**src/hw/rtl/hpq_pkg.sv**
```systemverilog
// shared types and constants for the binary min-heap priority queue
// no dependencies; compiled first

package hpq_pkg;

  localparam int HPQ_HEAP_DEPTH = 64;
  localparam int HPQ_DATA_WIDTH = 32;
  localparam int HPQ_PRIO_WIDTH = 16;

  typedef enum logic [1:0] {
    STATUS_OK    = 2'd0,
    STATUS_FULL  = 2'd1,
    STATUS_EMPTY = 2'd2
  } status_t;

  // controller to datapath
  typedef struct packed {
    logic    start;
    logic    read_parent;
    logic    move_up;
    logic    place_new;
    logic    read_ends;
    logic    load_last;
    logic    read_kids;
    logic    move_down;
    logic    place_last;
    logic    publish;
    status_t code;
  } hpq_cmd_t;

  // datapath to controller
  typedef struct packed {
    logic full;
    logic empty;
    logic at_root;
    logic no_kids;
    logic go_up;
    logic go_down;
    logic out_busy;
  } hpq_stat_t;

endpackage

```
**src/hw/rtl/hpq_ctrl.sv**
```systemverilog
// sequencer for insert sift-up and delete sift-down
// depends on hpq_pkg; drives hpq_datapath through hpq_cmd_t

module hpq_ctrl (
  input  logic               clk,
  input  logic               rst,
  input  logic               in_valid,
  input  logic               action,
  output logic               in_ready,
  input  hpq_pkg::hpq_stat_t stat,
  output hpq_pkg::hpq_cmd_t  cmd
);
  import hpq_pkg::*;

  typedef enum logic [2:0] {
    IDLE,
    INS_RD,
    INS_CMP,
    DEL_LOAD,
    DEL_RD,
    DEL_CMP,
    FINISH
  } state_t;

  state_t  state, state_next;
  status_t code, code_next;

  assign in_ready = (state == IDLE);

  always_comb begin
    cmd        = '0;
    cmd.code   = code;
    state_next = state;
    code_next  = code;
    unique case (state)
      IDLE: begin
        if (in_valid) begin
          cmd.start = 1'b1;
          code_next = STATUS_OK;
          if (!action) begin
            if (stat.full) begin
              code_next  = STATUS_FULL;
              state_next = FINISH;
            end else begin
              state_next = INS_RD;
            end
          end else begin
            if (stat.empty) begin
              code_next  = STATUS_EMPTY;
              state_next = FINISH;
            end else begin
              cmd.read_ends = 1'b1;
              state_next    = DEL_LOAD;
            end
          end
        end
      end
      INS_RD: begin
        if (stat.at_root) begin
          cmd.place_new = 1'b1;
          state_next    = FINISH;
        end else begin
          cmd.read_parent = 1'b1;
          state_next      = INS_CMP;
        end
      end
      INS_CMP: begin
        if (stat.go_up) begin
          cmd.move_up = 1'b1;
          state_next  = INS_RD;
        end else begin
          cmd.place_new = 1'b1;
          state_next    = FINISH;
        end
      end
      DEL_LOAD: begin
        cmd.load_last = 1'b1;
        state_next    = DEL_RD;
      end
      DEL_RD: begin
        if (stat.no_kids) begin
          cmd.place_last = 1'b1;
          state_next     = FINISH;
        end else begin
          cmd.read_kids = 1'b1;
          state_next    = DEL_CMP;
        end
      end
      DEL_CMP: begin
        if (stat.go_down) begin
          cmd.move_down = 1'b1;
          state_next    = DEL_RD;
        end else begin
          cmd.place_last = 1'b1;
          state_next     = FINISH;
        end
      end
      FINISH: begin
        if (!stat.out_busy) begin
          cmd.publish = 1'b1;
          state_next  = IDLE;
        end
      end
      default: state_next = IDLE;
    endcase
  end

  always_ff @(posedge clk) begin
    if (rst) begin
      state <= IDLE;
      code  <= STATUS_OK;
    end else begin
      state <= state_next;
      code  <= code_next;
    end
  end

endmodule

```
**config.mk**
```make
export PLATFORM = sky130hd
export DESIGN_NAME = hpq_ctrl
export DESIGN_NICKNAME = d
export VERILOG_FILES = /design/src/hw/rtl/hpq_pkg.sv /design/src/hw/rtl/hpq_ctrl.sv
export SDC_FILE = /design/constraint.sdc
export NUM_CORES = 1
export LEC_CHECK = 0
export BUFFER_PORTS_ARGS = -buffer_cell sky130_fd_sc_hd__buf_2
export CORE_AREA = 2 2 39 41
export CTS_CLUSTER_DIAMETER = 120
export DETAILED_ROUTE_END_ITERATION = 10
export DIE_AREA = 0 0 41 43
export HOLD_SLACK_MARGIN = 0.12
export PLACE_DENSITY = 0.62
export SETUP_SLACK_MARGIN = 0.05
export SLEW_MARGIN = 25
export SYNTH_ARGS = -nofsm -noshare
export SYNTH_HDL_FRONTEND = slang
export SYNTH_SLANG_ARGS = --single-unit
```
**constraint.sdc**
```tcl
create_clock -name clk -period 1.08 [get_ports clk]
set_input_delay 0.216 -clock clk [delete_from_list [all_inputs] [get_ports clk]]
set_output_delay 0.216 -clock clk [all_outputs]
set_load 0.05 [all_outputs]
```
==> results_dict.tcl <==
set metrics [dict create \
    final.hold.worst_slack_ps 176 \
    place.detailed.hpwl_um 962 \
    numClockSinks 5 \
    core-area_um2 1380 \
    run_status "finished with violations" \
    post_route_cells_drive_above_1_share_pct 81.3 \
    cts-buffers-inserted 3 \
    yosysWarningCount 0 \
    min_path_cells 2 \
    cts_root_buf "sky130_fd_sc_hd__clkbuf_4" \
    antenna_violations_before_repair 0 \
    clkTransAtPathRegs_ps 50 \
    synth.net_count 60 \
    floorplan.initialDensity_pct 29.7 \
    power.leakage_nw 0.454 \
    reg2regPathDepth 6 \
    start_kind "flop" \
    postPlaceCellArea_um2 682 \
    routability_congestion_estimate 0.737 \
    power_density_nw_per_um2 3250 \
    max_slew_margin_pct 76.8 \
    synth_top_cells_by_count "sky130_fd_sc_hd__nand2b_1 (6), sky130_fd_sc_hd__dfxtp_1 (5), sky130_fd_sc_hd__nor3_1 (5), sky130_fd_sc_hd__a21oi_1 (4)" \
    path_class "reg2out" \
    die_width_um 41 \
    worst_pin_slew_ps 346 \
    clock_power_share_pct 7.0 \
    path_max_fanout 4 \
    yosys-top-cells-area "sky130_fd_sc_hd__dfxtp_1 (24%), sky130_fd_sc_hd__nand2b_1 (9.1%), sky130_fd_sc_hd__nor3_1 (6.1%)" \
    synth_most_common_cell "sky130_fd_sc_hd__nand2b_1" \
    synth_top_area_cell "sky130_fd_sc_hd__dfxtp_1" \
    hold_path_startpoint "rst" \
    failed_checks "setup timing" \
    critPathRequiredTime_ps 860 \
    area_growth_pct 147 \
    final_min_period_over_clock_period_pct 144 \
    first_global_vias 544 \
    grt_start_max_net_pins 8 \
    max_slew_violation_count 0 \
    internal_power_mw 1.76 \
    dieHeight_um 43 \
    routed_wirelength_um 1660 \
    grt_pass1_wl_um 2280 \
    swShare_pct 46.5 \
    grt_overflow_total 0 \
    finalSetupViolCount 16 \
    antenna_cell_count 0 \
    tns_ps -5160 \
    r2r-end "state[2]$_SDFFE_PP0P_" \
    layout_setup_ws_ps -478 \
    via_per_inst 5.13 \
    io-pin-count 24 \
    clock_latency_ps 240 \
    row_count 14 \
    setup_repair_after_global_routing_missed_its_margin "true" \
    worst_hold_path_type "in2reg" \
    ys_seq_elements 5 \
    endpoint_kind "output port" \
    share_comb_of_total_power_pct 81.5 \
    timing.critical_path.arrival_ps 1340 \
    synth.avg_cell_area_um2 8.38 \
    drt_first_pass_iters 4 \
    final_hold_viol_count 0 \
    worst_vdd_rail_ir_drop_v 0.00220 \
    ant_nets 0 \
    crit-reg2reg-launch "state[0]$_SDFFE_PP0P_" \
    via_count 575 \
    clock-skew-final_ps 1.46 \
    die_area_um2 1760 \
    design.final.nets 108 \
    switching_power_mw 1.53 \
    cts.hold.buffers_added 0 \
    most_used_flip_flop_cell_after_synthesis "sky130_fd_sc_hd__dfxtp_1" \
    cts.path.max_buffers 2 \
    grt_usage_pct 18.6 \
    holdPathEnd "code[0]$_SDFFE_PP0P_" \
    cap_viol_max_count 0 \
    fin_cells 112 \
    wl_per_cell_um 14.8 \
    drc_errors 0 \
    setup.reg_to_reg.worst_slack_ps -280 \
    postSynthCellCount 49 \
    synth_largest_type_area_fraction_pct 24.4 \
    synth_edf_count 0 \
    netlist-cell-type-count 26 \
    cts-htree-levels 1 \
    share_seq_of_total_power_pct 11.5 \
    final_cell_area_um2 1010 \
    async_flop_share_pct 0 \
    port-buffer-count 23 \
    tritoncts_clock_tree "built" \
    synth_seq_area_share_pct 24.4 \
    place_inst 100 \
    synth.cell_area_um2 410 \
    initial_drc_count 7 \
    timing.fmax_ghz 0.642 \
    period_needed_ps 1560 \
]
kinds of logic (layout without fill, tap and decap cells):
logic type             Yosys count  count (layout)  synth area share, %
flip-flops                       5               5                 24.4
multiplexers                     1               1                 2.44
AO/OA/AOI/OAI                   11              11                 21.3
buffers and inverters            5              52                 8.23
AND/OR/NAND/NOR                 27              27                 43.6
area by class of cell:
cell class	instances	area, um2
clock buffers	4	26.3
flip-flops and latches	5	109
multi-input cells	39	424
fillers	106	372
repair buffers	46	423
well taps	16	20.0
inverters	2	10.0
power by group through the flow:
stage / Combinational, mW / Sequential [mW] / Clock (mW)
final: 2.69 / 0.377 / 0.232
after global routing: 2.82 / 0.384 / 0.253
after CTS: 2.10 / 0.355 / 0.228
after detailed placement: 1.74 / 0.328 / 0
after global placement: 1.74 / 0.326 / 0
after floorplan: 1.22 / 0.307 / 0
flip-flops by register name, indices dropped and copies added, names as in the netlist:
name   cells
state      3
code       2
repair_timing:
action / in CTS / in global routing
gates resized for setup: 33 / 26
setup endpoints to repair: 18 / 16
pin swaps: 8 / 10
endpoints found under the hold margin: 0 / 0
setup buffers: 3 / 6
gates cloned: 0 / 0
layout by cell type (no fill, tap or decap), types with 3 or more instances in the layout:
cell type	netlist	layout
sky130_fd_sc_hd__buf_8	0	4
sky130_fd_sc_hd__a21oi_1	4	3
sky130_fd_sc_hd__buf_2	1	10
sky130_fd_sc_hd__buf_6	1	16
sky130_fd_sc_hd__buf_4	0	15
sky130_fd_sc_hd__nor3_4	1	3
sky130_fd_sc_hd__clkbuf_4	1	3
sky130_fd_sc_hd__nand2b_4	0	5
per-layer routing:
layer	global-route usage, %	wire [um]	up-vias
met5	0	0	-
met4	4.00	18	0
met3	3.14	75	2
met2	31.3	868	25
met1	23.6	700	276
li1	-	-	272
worst max path at each step:
stage	cells past startpoint	end	startpoint
after floorplan	4	cmd[7]	state[1]$_SDFFE_PP0P_
after global placement	3	cmd[3]	state[2]$_SDFFE_PP0P_
after detailed placement	3	cmd[3]	state[2]$_SDFFE_PP0P_
after CTS	5	cmd[7]	state[0]$_SDFFE_PP0P_
after global routing	5	cmd[7]	state[0]$_SDFFE_PP0P_
final	5	cmd[3]	state[1]$_SDFFE_PP0P_
stage by stage:
stage          util (%)  total power [mW]  setup WS [ps]
2_1_floorplan         -              1.53           -815
5_1_grt            73.1              3.46           -551
4_1_cts            60.1              2.68           -473
3_5_place_dp       49.3              2.07           -362
6_report           73.1              3.29           -478
3_3_place_gp       49.3              2.06           -358
critical path, cell delays in order (launching register included):
cell and delay [ps]:
sky130_fd_sc_hd__dfxtp_4 350, sky130_fd_sc_hd__buf_8 130, sky130_fd_sc_hd__buf_12 120, sky130_fd_sc_hd__nor2b_4 120, sky130_fd_sc_hd__a21boi_4 200, sky130_fd_sc_hd__buf_6 170
(Power assumes the default switching activity.)
